[config.mk]
export PLATFORM = sky130hd
export DESIGN_NAME = aes_ofb_front
export DESIGN_NICKNAME = d
export VERILOG_FILES = /design/src/design/aes_ofb_pkg.sv /design/src/design/aes_ofb_front.sv
export SDC_FILE = /design/constraint.sdc
export NUM_CORES = 1
export LEC_CHECK = 0
export BUFFER_PORTS_ARGS = -buffer_cell sky130_fd_sc_hd__buf_4
export CORE_MARGIN = 3
export CORE_UTILIZATION = 52
export CTS_CLUSTER_DIAMETER = 40
export CTS_CLUSTER_SIZE = 25
export DETAILED_ROUTE_END_ITERATION = 10
export GPL_ROUTABILITY_DRIVEN = 0
export HOLD_SLACK_MARGIN = 0.1
export PLACE_DENSITY = 0.71
export SYNTH_ARGS = -nofsm -noshare
export SYNTH_HDL_FRONTEND = slang
export SYNTH_SLANG_ARGS = --single-unit
[constraint.sdc]
create_clock -name clk -period 2.08 [get_ports clk]
set_clock_uncertainty 0.2 [all_clocks]
set_input_delay 0.416 -clock clk [delete_from_list [all_inputs] [get_ports clk]]
set_output_delay 0.416 -clock clk [all_outputs]
set_load 0.02 [all_outputs]
[src/design/aes_ofb_pkg.sv]
// shared types, constants and byte functions for the aes ofb stream cipher
package aes_ofb_pkg;

  localparam int QUEUE_DEPTH_DEFAULT = 4;
  localparam int BLOCK_BITS = 128;
  localparam int RK_ENTRIES = 16;

  // configuration register indexes
  typedef enum logic [2:0] {
    REG_KEY_MODE = 3'd0,
    REG_KEY_W0   = 3'd1,
    REG_KEY_W1   = 3'd2,
    REG_KEY_W2   = 3'd3,
    REG_KEY_W3   = 3'd4,
    REG_IV_HIGH  = 3'd5,
    REG_IV_LOW   = 3'd6
  } cfg_reg_t;

  // how an item uses the keystream
  typedef enum logic [1:0] {
    KIND_CONT    = 2'd0,
    KIND_NEWBLK  = 2'd1,
    KIND_RESTART = 2'd2
  } item_kind_t;

  typedef struct packed {
    logic [7:0] data;
    logic       last;
    item_kind_t kind;
    logic [3:0] pos;
  } item_t;

  typedef struct packed {
    logic start;
    logic flush;
  } aes_req_t;

  typedef struct packed {
    logic busy;
    logic done;
  } aes_rsp_t;

  localparam logic [7:0] SBOX [256] = '{
    8'h63,8'h7c,8'h77,8'h7b,8'hf2,8'h6b,8'h6f,8'hc5,8'h30,8'h01,8'h67,8'h2b,8'hfe,8'hd7,8'hab,8'h76,
    8'hca,8'h82,8'hc9,8'h7d,8'hfa,8'h59,8'h47,8'hf0,8'had,8'hd4,8'ha2,8'haf,8'h9c,8'ha4,8'h72,8'hc0,
    8'hb7,8'hfd,8'h93,8'h26,8'h36,8'h3f,8'hf7,8'hcc,8'h34,8'ha5,8'he5,8'hf1,8'h71,8'hd8,8'h31,8'h15,
    8'h04,8'hc7,8'h23,8'hc3,8'h18,8'h96,8'h05,8'h9a,8'h07,8'h12,8'h80,8'he2,8'heb,8'h27,8'hb2,8'h75,
    8'h09,8'h83,8'h2c,8'h1a,8'h1b,8'h6e,8'h5a,8'ha0,8'h52,8'h3b,8'hd6,8'hb3,8'h29,8'he3,8'h2f,8'h84,
    8'h53,8'hd1,8'h00,8'hed,8'h20,8'hfc,8'hb1,8'h5b,8'h6a,8'hcb,8'hbe,8'h39,8'h4a,8'h4c,8'h58,8'hcf,
    8'hd0,8'hef,8'haa,8'hfb,8'h43,8'h4d,8'h33,8'h85,8'h45,8'hf9,8'h02,8'h7f,8'h50,8'h3c,8'h9f,8'ha8,
    8'h51,8'ha3,8'h40,8'h8f,8'h92,8'h9d,8'h38,8'hf5,8'hbc,8'hb6,8'hda,8'h21,8'h10,8'hff,8'hf3,8'hd2,
    8'hcd,8'h0c,8'h13,8'hec,8'h5f,8'h97,8'h44,8'h17,8'hc4,8'ha7,8'h7e,8'h3d,8'h64,8'h5d,8'h19,8'h73,
    8'h60,8'h81,8'h4f,8'hdc,8'h22,8'h2a,8'h90,8'h88,8'h46,8'hee,8'hb8,8'h14,8'hde,8'h5e,8'h0b,8'hdb,
    8'he0,8'h32,8'h3a,8'h0a,8'h49,8'h06,8'h24,8'h5c,8'hc2,8'hd3,8'hac,8'h62,8'h91,8'h95,8'he4,8'h79,
    8'he7,8'hc8,8'h37,8'h6d,8'h8d,8'hd5,8'h4e,8'ha9,8'h6c,8'h56,8'hf4,8'hea,8'h65,8'h7a,8'hae,8'h08,
    8'hba,8'h78,8'h25,8'h2e,8'h1c,8'ha6,8'hb4,8'hc6,8'he8,8'hdd,8'h74,8'h1f,8'h4b,8'hbd,8'h8b,8'h8a,
    8'h70,8'h3e,8'hb5,8'h66,8'h48,8'h03,8'hf6,8'h0e,8'h61,8'h35,8'h57,8'hb9,8'h86,8'hc1,8'h1d,8'h9e,
    8'he1,8'hf8,8'h98,8'h11,8'h69,8'hd9,8'h8e,8'h94,8'h9b,8'h1e,8'h87,8'he9,8'hce,8'h55,8'h28,8'hdf,
    8'h8c,8'ha1,8'h89,8'h0d,8'hbf,8'he6,8'h42,8'h68,8'h41,8'h99,8'h2d,8'h0f,8'hb0,8'h54,8'hbb,8'h16
  };

  function automatic logic [7:0] sbox(input logic [7:0] x);
    return SBOX[x];
  endfunction

  function automatic logic [7:0] xtime(input logic [7:0] x);
    return {x[6:0], 1'b0} ^ (x[7] ? 8'h1b : 8'h00);
  endfunction

endpackage

[src/design/aes_ofb_front.sv]
// input side: accepts items, tags each with its keystream use, queues them
module aes_ofb_front import aes_ofb_pkg::*; #(
  parameter int QUEUE_DEPTH = QUEUE_DEPTH_DEFAULT
) (
  input  logic       clk,
  input  logic       rst,
  input  logic       in_valid,
  output logic       in_ready,
  input  logic [7:0] in_byte,
  input  logic       first_byte,
  input  logic       last_byte,
  output logic       head_valid,
  output item_t      head,
  input  logic       pop
);

  localparam int PTR_W = (QUEUE_DEPTH > 1) ? $clog2(QUEUE_DEPTH) : 1;
  localparam int CNT_W = $clog2(QUEUE_DEPTH + 1);
  localparam logic [PTR_W-1:0] LAST_PTR = PTR_W'(QUEUE_DEPTH - 1);
  localparam logic [CNT_W-1:0] FULL_CNT = CNT_W'(QUEUE_DEPTH);

  item_t            q [QUEUE_DEPTH];
  logic [PTR_W-1:0] wr_ptr;
  logic [PTR_W-1:0] rd_ptr;
  logic [CNT_W-1:0] count;
  logic [3:0]       fpos;
  item_t            entry;
  logic             push;

  assign in_ready   = (count != FULL_CNT);
  assign push       = in_valid && in_ready;
  assign head_valid = (count != '0);
  assign head       = q[rd_ptr];

  // classify against the running byte position
  always_comb begin
    entry.data = in_byte;
    entry.last = last_byte;
    if (first_byte) begin
      entry.kind = KIND_RESTART;
      entry.pos  = 4'd0;
    end else if (fpos == 4'd0) begin
      entry.kind = KIND_NEWBLK;
      entry.pos  = 4'd0;
    end else begin
      entry.kind = KIND_CONT;
      entry.pos  = fpos;
    end
  end

  always_ff @(posedge clk) begin
    if (push) begin
      q[wr_ptr] <= entry;
    end
  end

  always_ff @(posedge clk) begin
    if (rst) begin
      wr_ptr <= '0;
      rd_ptr <= '0;
      count  <= '0;
      fpos   <= 4'd0;
    end else begin
      if (push) begin
        wr_ptr <= (wr_ptr == LAST_PTR) ? '0 : wr_ptr + 1'b1;
        fpos   <= entry.pos + 4'd1;
      end
      if (pop) begin
        rd_ptr <= (rd_ptr == LAST_PTR) ? '0 : rd_ptr + 1'b1;
      end
      case ({push, pop})
        2'b10:   count <= count + 1'b1;
        2'b01:   count <= count - 1'b1;
        default: count <= count;
      endcase
    end
  end

endmodule

After elaboration in Yosys (flattened, before gate mapping)
Memory sizes are Yosys's and may differ from the RTL's. A register that Yosys moved wholly into a read port is not among the register bits. Cells that the tools add are included.

Logic and storage cells: 28. Output and inout bits: 17. Input port bits: 14. Memories kept: 1. Bits in registers: 11. Memory bits (writable): 60.

Equality and inequality tests: 5. Multiplexer cells: 9. Add/subtract/negate cells: 5. Reductions and logical operators: 4.

Memories: q (words 4, bits a word 15, rd ports 1, clocked after Yosys merged registers in 1, write ports 1, RTL line aes_ofb_front.sv:22) `item_t q [QUEUE_DEPTH];`.

Operators with widths (number): two-way mux 2 bit (4); equality test 2 bit, second input constant (3); two-way mux 6 bit (1); case mux 3 bit (2 select lines) (1); two-way mux 5 bit (1); adder 2 x 1 -> 2 bit, second input constant (2); adder 4 x 1 -> 4 bit, second input constant (1); logical NOT 4 bit (1); adder 3 x 1 -> 3 bit, second input constant (1); inequality test 3 bit, second input constant (1); nonzero test 3 bit (1); subtractor 3 x 1 -> 3 bit, second input constant (1); equality test 2 x 1 -> 1 bit, second input constant (1); two-way mux 1 bit (2); nonzero test 2 bit (1); logical AND 1 bit (1).

Depth between registers and ports, before layout
Word-level depth: 4. Gate-level depth with buffers: 9. Depth with buffers taken out: 9.

Least setup slack after synthesis
Ideal clock, no wire load.

Kind: reg2reg. From: register count[0]. To: register count[2]. Data arrival time: 2.056 ns. Data required time: 1.809 ns. Library setup time: 0.071 ns. Cell stages (with the launch flop): 10. Slack: -0.246 ns. Buffers on the path: 0. Period minus slack after synthesis: 2.326 ns. Cell sequence: dfxtp_1 > nor3b_4 > inv_2 > nand2_1 > ha_1 > inv_1 > fa_1 > xor2_1 > or3_1 > a21oi_1.

Longest elaborated chain between the ends: 4. Elaborated cells on any way between the ends: 8. Classes of those cells: add/sub: 2; eq/ne: 3; mux: 1; reduce/logical: 2.

RTL lines: start: declaration (RTL line aes_ofb_front.sv:25) `logic [CNT_W-1:0] count;`; start signal: assignment (RTL line aes_ofb_front.sv:72) `2'b10: count <= count + 1'b1;`; start signal: assignment (RTL line aes_ofb_front.sv:73) `2'b01: count <= count - 1'b1;`; start signal: assignment (RTL line aes_ofb_front.sv:74) `default: count <= count;`; inequality test 3 bit (*) (RTL line aes_ofb_front.sv:30) `assign in_ready = (count != FULL_CNT);`; named net in_ready (RTL line aes_ofb_front.sv:8) `output logic in_ready,`; logical AND 1 bit (*) (RTL line aes_ofb_front.sv:31) `assign push = in_valid && in_ready;`; equality test 2 x 1 -> 1 bit or equality test 2 bit (tied branches) (RTL line aes_ofb_front.sv:71) `case ({push, pop})`; case mux 3 bit (2 select lines) or nonzero test 2 bit (tied branches).

The timed path passes the listed nets; every way through them passes the cells marked *. A chain may end at the register's enable or synchronous reset.

==> results.md <==
- Row cnt: 26
- Die Y: 80.33 um
- Hpwl dp: around 3200 um
- Ys Warns: 0
- Syn Inst Count: 158
- Placed insts: 260
- # IOs: 31
- Worst Hold Class: primary input to flip-flop
- CP Launch Type: flip-flop
- Failing checks: negative setup slack
- NumNets Final: around 230
- Initial DRT Pass Iterations: 4
- Most frequent cell after synthesis: edfxtp_1
- Area grow syn2layout: 23.82%
- Crit path required time: roughly 1500 ps
- Placed instance area: 0.003227 mm^2
- DRT iter0 DRCs: 46
- Clock tree from TritonCTS: done
- Worst-Margin Slew: about 840 ps
- Core Box Area: 0.005238 mm^2
- Final worst path period share: 104.3%
- TritonCTS buffer count: 9
- Synthesis-stage register bit count: between 70 and 80
- Critical path capture point type: output port
- Synth async-reset ratio: 0%
- Post-CTS setup buffer count: 0
- Post-Syn Nets: 180
- Diodes inserted: 0
- Tmin final: between 2000 and 2500 ps
- Drt wl/cell: 17.79 um
- # DRC: 0
- Layout cells sized above 1: ~34%
- Synth cell count leaders: edfxtp_1, mux4_2, dfxtp_1
- Tot Pwr: 3212 uW
- Synthesized area: 0.002873 mm^2
- Worst vdd ir: a little over 0.4 mV
- CP Max Fanout: 8
- DIE AREA: roughly 0.0065 mm^2
- GRT Util Overall: a little under a fifth
- Setup violations, final: 16
- Pwr Density: ~900 mW/mm^2
- Gr ovfl total: 0
- Filler cells: 341
- Clock slew at reported path FFs: around 60 ps
- Register area: 0.002069 mm^2
- Top sig layer: met4
- RSZ-0062 raised after global routing: true
- Number of global-route vias before repair: roughly 1700
- First-pass GRT wire length: between 8000 and 9000 um
- Met3 routed wirelength: 192 um
- Post-synth EDFFs: 60
- H-tree Lvls: 3
- PortBufs: 30
- Post-Layout Cell Count: between 200 and 300
- Max-cap violation count: 0
- Area of the multi-input gates: about 750 um^2
- Top cells by area, synth: edfxtp_1, mux4_2, dfxtp_1, ha_1, a21oi_1
- Die Width: between 80 and 90 um
- Vias post-DR: 1553
- Primary FF master, synth: edfxtp_1
- CTS Sinks: 73
- Setup ws final: -89.90 ps
- Initial antenna violation count: 0
- Max Freq: around 0.46 GHz
- Distinct cells, synth: 33
- Syn_area_per_cell: 18.18 um^2
- Hold_ws: between 150 and 200 ps
- Clock buffer depth: 2
- LEAKAGE: 0.001257 uW
- M1 WL: approximately 2100 um
- WS Path Type: flip-flop to output port
- Area share of the largest cell type after synthesis: a little over three fifths
- Relative slew slack: 44.19%
- Vias/cell: 5.430
- Setup_tns: -897.5 ps
- Initial core utilization: a little over half
- Met2 wire len: approximately 2700 um
- Crit path arrival time: between 1500 and 2000 ps
- Seq/Total Area, Yosys: 71.78%
- DRT Wirelength: between 5000 and 6000 um
- Status: finished, violations left
- Root Buffer: clkbuf_8
- Antenna-violating nets left: 0
- Final Hold Vio Count: 0
- Top cell type by total area after synthesis: edfxtp_1
- Clock Latency Late Sink: around 330 ps
- Fin. max-slew vios: 0
- Largest net degree at the start of global routing: 16
- Post-Layout Inst Area: 0.003557 mm^2
## per-layer routing
metal | up-vias | GRT usage, %
met2 | 32 | 32.12
met1 | 787 | 20.12
met4 | 0 | 8.108
met5 | - | 0
met3 | 8 | 5.605
li1 | 726 | -
## cell usage in the layout (no fill, tap or decap), drive strengths merged
cell type	count
or4b	1
nor4b	1
a21oi	6
buf	38
dlygate4sd3	9
or2b	1
fa	1
o21ai	5
xor2	2
clkinv	1
nand2	3
mux4	15
ha	7
edfxtp	60
a311oi	1
inv	8
nor2b	4
o32ai	1
nor2	8
o31a	1
or3	2
mux2i	2
clkbuf	15
nor3	1
nor3b	1
or4	1
nand3	3
and3	4
a31oi	1
dfxtp	13
## cell type report
cell class	instances	share of cell area (%)
Clock inverter	1	0.1407
Timing Repair Buffer	47	13.05
Clock buffer	15	4.115
Tap cell	70	2.462
Inverter	8	0.9145
Sequential cell	73	58.18
Multi-Input combinational cell	72	21.14
## through the flow
step                setup WS, ps  util, %
floorplan                 -161.4        -
global placement           62.89    61.61
detailed placement        -64.89    61.61
CTS                       -107.3    67.92
global route              -154.8    67.92
finish                    -89.90    67.92
## power breakdown
| part | internal [uW] | total (uW) | leakage, uW | switching, uW |
|---|---|---|---|---|
| clock | 435 | 883 | 0.0000757 | 449 |
| combinational | 296 | 593 | 0.000521 | 297 |
| sequential | 1690 | 1740 | 0.000660 | 44.8 |
## registers in the layout (all words and copies together) (netlist names), named ones only
| signal | flops |
|---|---|
| count | 3 |
| fpos | 4 |
| q | 60 |
| rd_ptr | 2 |
| wr_ptr | 2 |
## final timing paths
path	start	to	slack [ps]	depth (start not counted)
setup / recovery	flip-flop	head[13]	-90	3
hold / removal	first_byte	q[2][5]$_DFFE_PP_	160	1
setup reg to reg	count[0]$_SDFFE_PP0P_	count[2]$_SDFFE_PP0P_	-50	9
hold reg to reg	count[2]$_SDFFE_PP0P_	count[2]$_SDFFE_PP0P_	310	2
## worst max-delay path: stages (launching register included)
cell and delay [ps]:
dfxtp_4 390, buf_12 150, mux4_2 530, buf_6 150
## cell families after synthesis
group,Yosys count,share of synthesized area (%)
compound gates,15,3.049
xor+xnor,2,0.6099
fa+ha+maj,8,3.746
buf+inv,13,2.221
simple gates,30,6.141
mux,17,12.46
flops,73,71.78
## repair_timing
| item | in CTS | in global routing |
|---|---|---|
| pin swaps | 0 | 2 |
| endpoints found under the setup margin | 16 | 16 |
| cloned | 1 | 0 |
| hold buffers | 9 | 0 |
| resized for setup | 19 | 0 |
| hold endpoints to repair | 36 | 0 |
(Power assumes the default switching activity.)
