### src/design/aes_ofb_pkg.sv
// shared types, constants and byte functions for the aes ofb stream cipher
package aes_ofb_pkg;

  localparam int QUEUE_DEPTH_DEFAULT = 4;
  localparam int BLOCK_BITS = 128;
  localparam int RK_ENTRIES = 16;

  // configuration register indexes
  typedef enum logic [2:0] {
    REG_KEY_MODE = 3'd0,
    REG_KEY_W0   = 3'd1,
    REG_KEY_W1   = 3'd2,
    REG_KEY_W2   = 3'd3,
    REG_KEY_W3   = 3'd4,
    REG_IV_HIGH  = 3'd5,
    REG_IV_LOW   = 3'd6
  } cfg_reg_t;

  // how an item uses the keystream
  typedef enum logic [1:0] {
    KIND_CONT    = 2'd0,
    KIND_NEWBLK  = 2'd1,
    KIND_RESTART = 2'd2
  } item_kind_t;

  typedef struct packed {
    logic [7:0] data;
    logic       last;
    item_kind_t kind;
    logic [3:0] pos;
  } item_t;

  typedef struct packed {
    logic start;
    logic flush;
  } aes_req_t;

  typedef struct packed {
    logic busy;
    logic done;
  } aes_rsp_t;

  localparam logic [7:0] SBOX [256] = '{
    8'h63,8'h7c,8'h77,8'h7b,8'hf2,8'h6b,8'h6f,8'hc5,8'h30,8'h01,8'h67,8'h2b,8'hfe,8'hd7,8'hab,8'h76,
    8'hca,8'h82,8'hc9,8'h7d,8'hfa,8'h59,8'h47,8'hf0,8'had,8'hd4,8'ha2,8'haf,8'h9c,8'ha4,8'h72,8'hc0,
    8'hb7,8'hfd,8'h93,8'h26,8'h36,8'h3f,8'hf7,8'hcc,8'h34,8'ha5,8'he5,8'hf1,8'h71,8'hd8,8'h31,8'h15,
    8'h04,8'hc7,8'h23,8'hc3,8'h18,8'h96,8'h05,8'h9a,8'h07,8'h12,8'h80,8'he2,8'heb,8'h27,8'hb2,8'h75,
    8'h09,8'h83,8'h2c,8'h1a,8'h1b,8'h6e,8'h5a,8'ha0,8'h52,8'h3b,8'hd6,8'hb3,8'h29,8'he3,8'h2f,8'h84,
    8'h53,8'hd1,8'h00,8'hed,8'h20,8'hfc,8'hb1,8'h5b,8'h6a,8'hcb,8'hbe,8'h39,8'h4a,8'h4c,8'h58,8'hcf,
    8'hd0,8'hef,8'haa,8'hfb,8'h43,8'h4d,8'h33,8'h85,8'h45,8'hf9,8'h02,8'h7f,8'h50,8'h3c,8'h9f,8'ha8,
    8'h51,8'ha3,8'h40,8'h8f,8'h92,8'h9d,8'h38,8'hf5,8'hbc,8'hb6,8'hda,8'h21,8'h10,8'hff,8'hf3,8'hd2,
    8'hcd,8'h0c,8'h13,8'hec,8'h5f,8'h97,8'h44,8'h17,8'hc4,8'ha7,8'h7e,8'h3d,8'h64,8'h5d,8'h19,8'h73,
    8'h60,8'h81,8'h4f,8'hdc,8'h22,8'h2a,8'h90,8'h88,8'h46,8'hee,8'hb8,8'h14,8'hde,8'h5e,8'h0b,8'hdb,
    8'he0,8'h32,8'h3a,8'h0a,8'h49,8'h06,8'h24,8'h5c,8'hc2,8'hd3,8'hac,8'h62,8'h91,8'h95,8'he4,8'h79,
    8'he7,8'hc8,8'h37,8'h6d,8'h8d,8'hd5,8'h4e,8'ha9,8'h6c,8'h56,8'hf4,8'hea,8'h65,8'h7a,8'hae,8'h08,
    8'hba,8'h78,8'h25,8'h2e,8'h1c,8'ha6,8'hb4,8'hc6,8'he8,8'hdd,8'h74,8'h1f,8'h4b,8'hbd,8'h8b,8'h8a,
    8'h70,8'h3e,8'hb5,8'h66,8'h48,8'h03,8'hf6,8'h0e,8'h61,8'h35,8'h57,8'hb9,8'h86,8'hc1,8'h1d,8'h9e,
    8'he1,8'hf8,8'h98,8'h11,8'h69,8'hd9,8'h8e,8'h94,8'h9b,8'h1e,8'h87,8'he9,8'hce,8'h55,8'h28,8'hdf,
    8'h8c,8'ha1,8'h89,8'h0d,8'hbf,8'he6,8'h42,8'h68,8'h41,8'h99,8'h2d,8'h0f,8'hb0,8'h54,8'hbb,8'h16
  };

  function automatic logic [7:0] sbox(input logic [7:0] x);
    return SBOX[x];
  endfunction

  function automatic logic [7:0] xtime(input logic [7:0] x);
    return {x[6:0], 1'b0} ^ (x[7] ? 8'h1b : 8'h00);
  endfunction

endpackage

### src/design/aes_ofb_back.sv
// keystream side: holds current and next blocks, schedules encryptions, xors items
module aes_ofb_back import aes_ofb_pkg::*; (
  input  logic         clk,
  input  logic         rst,
  input  logic         head_valid,
  input  item_t        head,
  output logic         pop,
  input  logic [63:0]  iv_high,
  input  logic [63:0]  iv_low,
  input  logic         key_flush,
  input  logic         kx_ready,
  output aes_req_t     aes_req,
  output logic [127:0] aes_blk,
  input  aes_rsp_t     aes_rsp,
  input  logic [127:0] aes_result,
  output logic         out_valid,
  input  logic         out_ready,
  output logic [7:0]   out_byte,
  output logic         last_out
);

  logic [127:0] cur;
  logic [127:0] nxt;
  logic         nxt_valid;
  logic         iv_ready;
  logic         job_iv;
  logic         out_free;
  logic         go;
  logic [7:0]   ks;
  logic         iv_done;
  logic         nxt_done;
  logic         need_iv;
  logic         start_iv;
  logic         go_newblk;
  logic         is_restart;

  assign out_free   = !out_valid || out_ready;
  assign is_restart = head_valid && (head.kind == KIND_RESTART);
  assign iv_done    = aes_rsp.done && job_iv;
  assign nxt_done   = aes_rsp.done && !job_iv;
  assign need_iv    = is_restart && !iv_ready && !(aes_rsp.busy && job_iv);

  always_comb begin
    case (head.kind)
      KIND_CONT: begin
        go = head_valid && out_free;
        ks = cur[{~head.pos, 3'b000} +: 8];
      end
      KIND_NEWBLK: begin
        go = head_valid && out_free && nxt_valid;
        ks = nxt[127:120];
      end
      KIND_RESTART: begin
        go = head_valid && out_free && iv_ready;
        ks = cur[127:120];
      end
      default: begin
        go = 1'b0;
        ks = cur[127:120];
      end
    endcase
  end

  assign pop       = go;
  assign go_newblk = go && (head.kind == KIND_NEWBLK);

  // one encryption at a time: the iv job preempts background work
  always_comb begin
    aes_req.flush = key_flush;
    aes_req.start = 1'b0;
    aes_blk       = cur;
    start_iv      = 1'b0;
    if (key_flush) begin
      aes_req.start = 1'b0;
    end else if (iv_done) begin
      aes_req.start = 1'b1;
      aes_blk       = aes_result;
    end else if (need_iv && kx_ready) begin
      aes_req.start = 1'b1;
      aes_blk       = {iv_high, iv_low};
      start_iv      = 1'b1;
    end else if (go_newblk) begin
      aes_req.start = 1'b1;
      aes_blk       = nxt;
    end else if (kx_ready && !aes_rsp.busy && !nxt_valid && !is_restart) begin
      aes_req.start = 1'b1;
      aes_blk       = cur;
    end
  end

  always_ff @(posedge clk) begin
    if (nxt_done) begin
      nxt <= aes_result;
    end
    if (go) begin
      out_byte <= head.data ^ ks;
      last_out <= head.last;
    end
  end

  always_ff @(posedge clk) begin
    if (rst) begin
      cur       <= '0;
      nxt_valid <= 1'b0;
      iv_ready  <= 1'b0;
      job_iv    <= 1'b0;
      out_valid <= 1'b0;
    end else begin
      if (iv_done) begin
        cur <= aes_result;
      end else if (go_newblk) begin
        cur <= nxt;
      end
      if (key_flush || iv_done || go_newblk) begin
        nxt_valid <= 1'b0;
      end else if (nxt_done) begin
        nxt_valid <= 1'b1;
      end
      if (iv_done) begin
        iv_ready <= 1'b1;
      end else if (go && (head.kind == KIND_RESTART)) begin
        iv_ready <= 1'b0;
      end
      if (aes_req.start) begin
        job_iv <= start_iv;
      end
      if (go) begin
        out_valid <= 1'b1;
      end else if (out_ready) begin
        out_valid <= 1'b0;
      end
    end
  end

endmodule
### config.mk
export PLATFORM = sky130hd
export DESIGN_NAME = aes_ofb_back
export DESIGN_NICKNAME = d
export VERILOG_FILES = /design/src/design/aes_ofb_pkg.sv /design/src/design/aes_ofb_back.sv
export SDC_FILE = /design/constraint.sdc
export NUM_CORES = 1
export LEC_CHECK = 0
export BUFFER_PORTS_ARGS = -buffer_cell sky130_fd_sc_hd__buf_2
export CAP_MARGIN = 10
export CORE_MARGIN = 1.5
export CORE_UTILIZATION = 54
export DETAILED_ROUTE_END_ITERATION = 6
export PLACE_DENSITY_LB_ADDON = 0.2
export SLEW_MARGIN = 10
export SYNTH_ARGS = -nofsm -noshare
export SYNTH_HDL_FRONTEND = slang
export SYNTH_SLANG_ARGS = --single-unit
### constraint.sdc
create_clock -name clk -period 10.6 [get_ports clk]
set_clock_uncertainty 0.05 [all_clocks]
set_input_delay 1.59 -clock clk [delete_from_list [all_inputs] [get_ports clk]]
set_output_delay 1.59 -clock clk [all_outputs]
set_load 0.1 [all_outputs]
# Word-level counts from Yosys, hierarchy flattened
# Cells that the tools add are included.
[op_classes]
eq_ne = 2
shifts = 1
muxes = 19
bitwise = 2
n_reduce_logical = 29
[op_table]
columns = ["op", "n"]
rows = [
  ["128-bit two-way mux", 5],
  ["128-bit by 8-bit indexed part select with 8-bit output", 1],
  ["8-bit one-hot mux with 2 select lines", 1],
  ["1-bit logical AND", 15],
  ["1-bit two-way mux", 12],
  ["8-bit bitwise XOR", 1],
  ["1-bit logical NOT", 7],
  ["4-bit inverter", 1],
  ["2-bit nonzero test", 2],
  ["1-bit logical OR", 3],
  ["1-bit one-hot mux with 3 select lines", 1],
  ["2-bit by 1-bit equality test with 1-bit output, second input constant", 1],
  ["2-bit equality test, second input constant", 1],
  ["2-bit logical NOT", 1],
  ["2-bit OR reduction", 1],
]
[totals]
out_inout_bits = 141
regBits = 269

# Logic depth before layout (Yosys ltp)
[logic_depth]
word_depth = 10
depth_mapped = 10
depth_no_buf = 7

# Worst setup path after synthesis
# No wires, ideal clock.
[synth_path]
path_type = "input -> register"
from = "input aes_rsp[0] (netlist bit)"
to = "register nxt_valid"
path_stages = 3
path_buffers = 0
t_required_ps = 10450
arrival_time_ps = 7751
path_slack_ps = 2700
path_cell_list = "nor2b_1 -> o21ai_0 -> nor3_1"
[synth_via]
elab_chain_cells = 4
elab_cells_between_ends = 5
classes_between = "5 x reduce/logical"
[synth_rtl]
columns = ["item", "line", "rtl"]
rows = [
  ["start: declaration", "aes_ofb_back.sv:14", "input aes_rsp_t aes_rsp,"],
  ["1-bit logical AND", "aes_ofb_back.sv:39", "assign iv_done = aes_rsp.done && job_iv;"],
  ["1-bit logical OR (2 in a row)", "aes_ofb_back.sv:114", "if (key_flush || iv_done || go_newblk) begin"],
  ["2-bit OR reduction (no line)", "--", ""],
  ["end signal: assignment", "aes_ofb_back.sv:104", "nxt_valid <= 1'b0;"],
  ["end signal: assignment", "aes_ofb_back.sv:115", "nxt_valid <= 1'b0;"],
  ["end signal: assignment", "aes_ofb_back.sv:117", "nxt_valid <= 1'b1;"],
  ["end: declaration", "aes_ofb_back.sv:24", "logic nxt_valid;"],
]
# Several ways; a longest one is shown, not always the timed one.
# A chain may end at the register's enable or synchronous reset.

# Final worst setup path
[layout_path]
from = "input head[4] (netlist bit)"
to = "output aes_blk[82]"
[layout_via]
elab_chain_cells = 8
elab_cells_between_ends = 13
classes_between = "2 x eq/ne; 5 x mux; 6 x reduce/logical"
[layout_rtl]
columns = ["item", "line", "rtl"]
rows = [
  ["start: declaration", "aes_ofb_back.sv:6", "input item_t head,"],
  ["parallel branches: the longest is 5 deep, another holds 128-bit two-way mux", "--", ""],
  ["128-bit two-way mux (*)", "aes_ofb_back.sv:78", "end else if (need_iv && kx_ready) begin"],
  ["128-bit two-way mux (*)", "aes_ofb_back.sv:75", "end else if (iv_done) begin"],
  ["128-bit two-way mux (*)", "aes_ofb_back.sv:73", "if (key_flush) begin"],
  ["end: declaration", "aes_ofb_back.sv:13", "output logic [127:0] aes_blk,"],
]
# Every way passes the cells marked *.

==> key figures <==
Worst setup path
  – R2R Path Start: nxt_valid
  – Crit end category: output port
  – R2R depth: 6
  – Setup crit start kind: primary input
  – Type of the worst setup path: primary input to output port
  – Worst EP arrival: 5.49 ns
  – Data required, critical path: 8.96 ns
  – Reg2Reg Setup Slack: 7.09 ns
  – RR Endpoint: cur[2]
  – Max Fanout on Critical Path: 135

Global route
  – First-pass GRT wire length: 88200 um
  – Largest net degree at the start of global routing: about 160
  – Vias in the first global route: 15100
  – Initial antenna violation count: 17
  – Global route overflow: 0
  – Tot GR Track Use: 37.6%

STA
  – Slew @ Worst Pin: 1.23 ns
  – Final setup vio count: 0
  – Setup WS post-layout: 3.47 ns
  – Normalized max-slew margin: 18.3%
  – Final setup TNS: 0 ns
  – Slew Viols, Final: 0
  – Final min period: 7.13 ns
  – Max frequency: 140 MHz
  – Fin. Hold Viols: 0
  – RSZ-0062 raised after global routing: false
  – Final worst-path cycle share: roughly two thirds

Power and ir drop
  – Leak Pwr: between 0.007 and 0.008 uW
  – Sw frac: 29.7%
  – Int Pwr: between 1500 and 2000 uW
  – Sequential group share of total power: 42.8%
  – Worst vdd ir: slightly below 0.09 mV
  – PwrDens: 146 nW/um2
  – Switch Pwr: 806 uW
  – Combinational power share: between 15 and 20%
  – Clk pwr share: 40.3%

Run status
  – Status: finished, final reports clean

Synthesis
  – Post-Syn Instances: 1852
  – Most frequent cell after synthesis: a21oi_1
  – Yosys top cell by area: edfxtp_1
  – Synth cell types: 36
  – Synth top cells by count: 268 x a21oi_1, 204 x o21ai_0, 182 x o21ai_1
  – Post-synth top area share: 26.3%
  – Sequential share of the synthesized area: 43.2%
  – Syn_nets: about 2100
  – Warnings from Yosys: 0
  – Number of synthesized register bits: 269
  – Post-synth EDFFs: 137
  – Syn Std Cell Area: 15700 um2
  – Synth Flop Type: edfxtp_1
  – Top cells by area, synth: edfxtp_1 26%, dfxtp_1 17%, a21oi_1 8.6%
  – Syn_area_per_cell: 8.45 um2
  – Post-synth ARST share: 0%

Floorplanning
  – Die Height: 173 um
  – Core area: 28600 um2
  – DIE AREA: 30000 um2
  – Io pins: 420
  – Die Wd: ~170 um
  – Row count: 62
  – Starting density of the core: 54.7%

Clocking
  – Clock Pin Slew Worst Setup and Hold Paths: 0.06 ns
  – # H-tree levels: 1
  – CTS root buf: clkbuf_16
  – Inserted Clock Buffers: 30
  – Worst skew pair latency: around 0.55 ns
  – Hold buffers post-CTS: 0
  – Max Buffers Root-to-Sink: 3
  – CTS tree: built
  – Setup bufs post-CTS: 0
  – Clock sinks: 269
  – CTS-repair resized insts: 0

Drt
  – Routed WL: 58800 um
  – Post-route ant nets: 0
  – Post-DR wirelength/cell: 23.0 um
  – Via/cell ratio: 6.47
  – Starting DRT DRC Count: 1969
  – TritonRoute pass-1 iters: 5
  – Post-route DRC violation count: 0
  – Vias: 16500

Worst hold path
  – Sink of the worst hold path: iv_ready
  – Hold path depth: 2
  – Hold Crit Class: flip-flop to flip-flop
  – Hold path start: iv_ready

Place
  – RePlAce Congestion: 0.903
  – Dpl ws: roughly 3.7 ns
  – # port buffers: 419
  – DP HPWL: 38800 um

Final layout
  – Synth-to-layout area growth: 18.8%
  – Fillcell total: 2478
  – Nets: between 2000 and 2500
  – Share of layout cells above drive strength 1: 23.0%

Run
  – Max-cap violations: 0
==> per-layer routing <==
metal  up-vias  share of wire (%)  track usage (%)
met2      1044                 45             58.1
met4         8                5.5             19.7
met3       181                 10             6.14
met1      7852                 39             51.0
met5         -              0.087                0
li1       7412                  -                -
==> layout make-up <==
cell class | count | area (um2) | share of cell area, %
Tap cell | 384 | 480 | 2.58
Sequential cell | 269 | 6760 | 36.4
Antenna cell | 13 | 32.5 | 0.175
Clock buffer | 44 | 865 | 4.65
Clock inverter | 12 | 163 | 0.875
Timing Repair Buffer | 433 | 2210 | 11.9
Inverter | 5 | 18.8 | 0.101
Multi-Input combinational cell | 1391 | 8060 | 43.4
==> how the worst max path moves through the flow <==
stage	start	to	cells past startpoint
final	head[4]	aes_blk[82]	10
after global placement	head[4]	aes_blk[3]	10
after CTS	head[4]	aes_blk[127]	10
after floorplan	aes_rsp[0]	nxt_valid	3
after detailed placement	head[4]	aes_blk[127]	10
after global routing	head[4]	aes_blk[117]	10
==> through the flow <==
step	hold WS (ns)	power, uW	cells	area, um2	util [%]
CTS	0.475	2700	2538	18600	64.8
finish	0.481	2710	2551	18600	64.9
global placement	0.444	1630	2482	17500	61.2
global route	0.516	2780	2545	18600	64.9
floorplan	0.417	1500	1852	15700	-
detailed placement	0.465	1630	2482	17500	61.2
==> state kept, by name, indices dropped and copies added, names as in the netlist <==
signal     cells
out_byte       8
nxt_valid      1
cur          128
last_out       1
iv_ready       1
nxt          128
out_valid      1
job_iv         1
==> cell usage in the layout, fill, tap and decap left out, types with 2 or more instances in the layout <==
cell type and instances:
nor2_1 129, diode_2 13, xnor2_1 8, a21boi_0 93, mux4_2 7, a21boi_1 35, a211oi_1 2, inv_1 5
nand2_1 129, dfxtp_1 132, o21ai_1 182, mux2i_1 24, o21ai_0 204, a22o_1 8, and3_1 128, buf_2 417
clkbuf_8 5, mux4_1 25, clkbuf_16 31, edfxtp_1 137, nor2b_1 2, clkbuf_1 9, nor3_1 129, ha_1 4
buf_4 15, clkinv_2 7, a21oi_1 268, bufinv_16 4
==> power by group through the flow <==
stage | Combinational [uW] | Sequential, uW | Clock [uW]
2_1_floorplan | 320 | 1180 | 0
3_3_place_gp | 448 | 1180 | 0
3_5_place_dp | 451 | 1180 | 0
4_1_cts | 453 | 1160 | 1090
5_1_grt | 481 | 1160 | 1130
6_report | 460 | 1160 | 1090
==> critical path, stage by stage <==
cell	delay (ns)
buf_2	0.11
inv_1	0.06
ha_1	0.27
mux2_4	0.24
a21o_4	0.89
buf_4	0.97
and3_1	0.32
nor3_1	0.06
o21ai_1	0.28
buf_2	0.48
==> cells by family (layout without fill, tap and decap cells) <==
| family | Yosys count | in the layout | synth area share, % |
|---|---|---|---|
| fa+ha+maj | 4 | 4 | 0.320 |
| other cells | 0 | 13 | 0 |
| buf+inv | 192 | 494 | 5.59 |
| flops | 269 | 269 | 43.2 |
| compound gates | 795 | 795 | 27.8 |
| simple gates | 527 | 527 | 15.9 |
| mux | 57 | 57 | 6.84 |
| xor+xnor | 8 | 8 | 0.448 |
No activity file was read; power rests on OpenSTA's default activity.
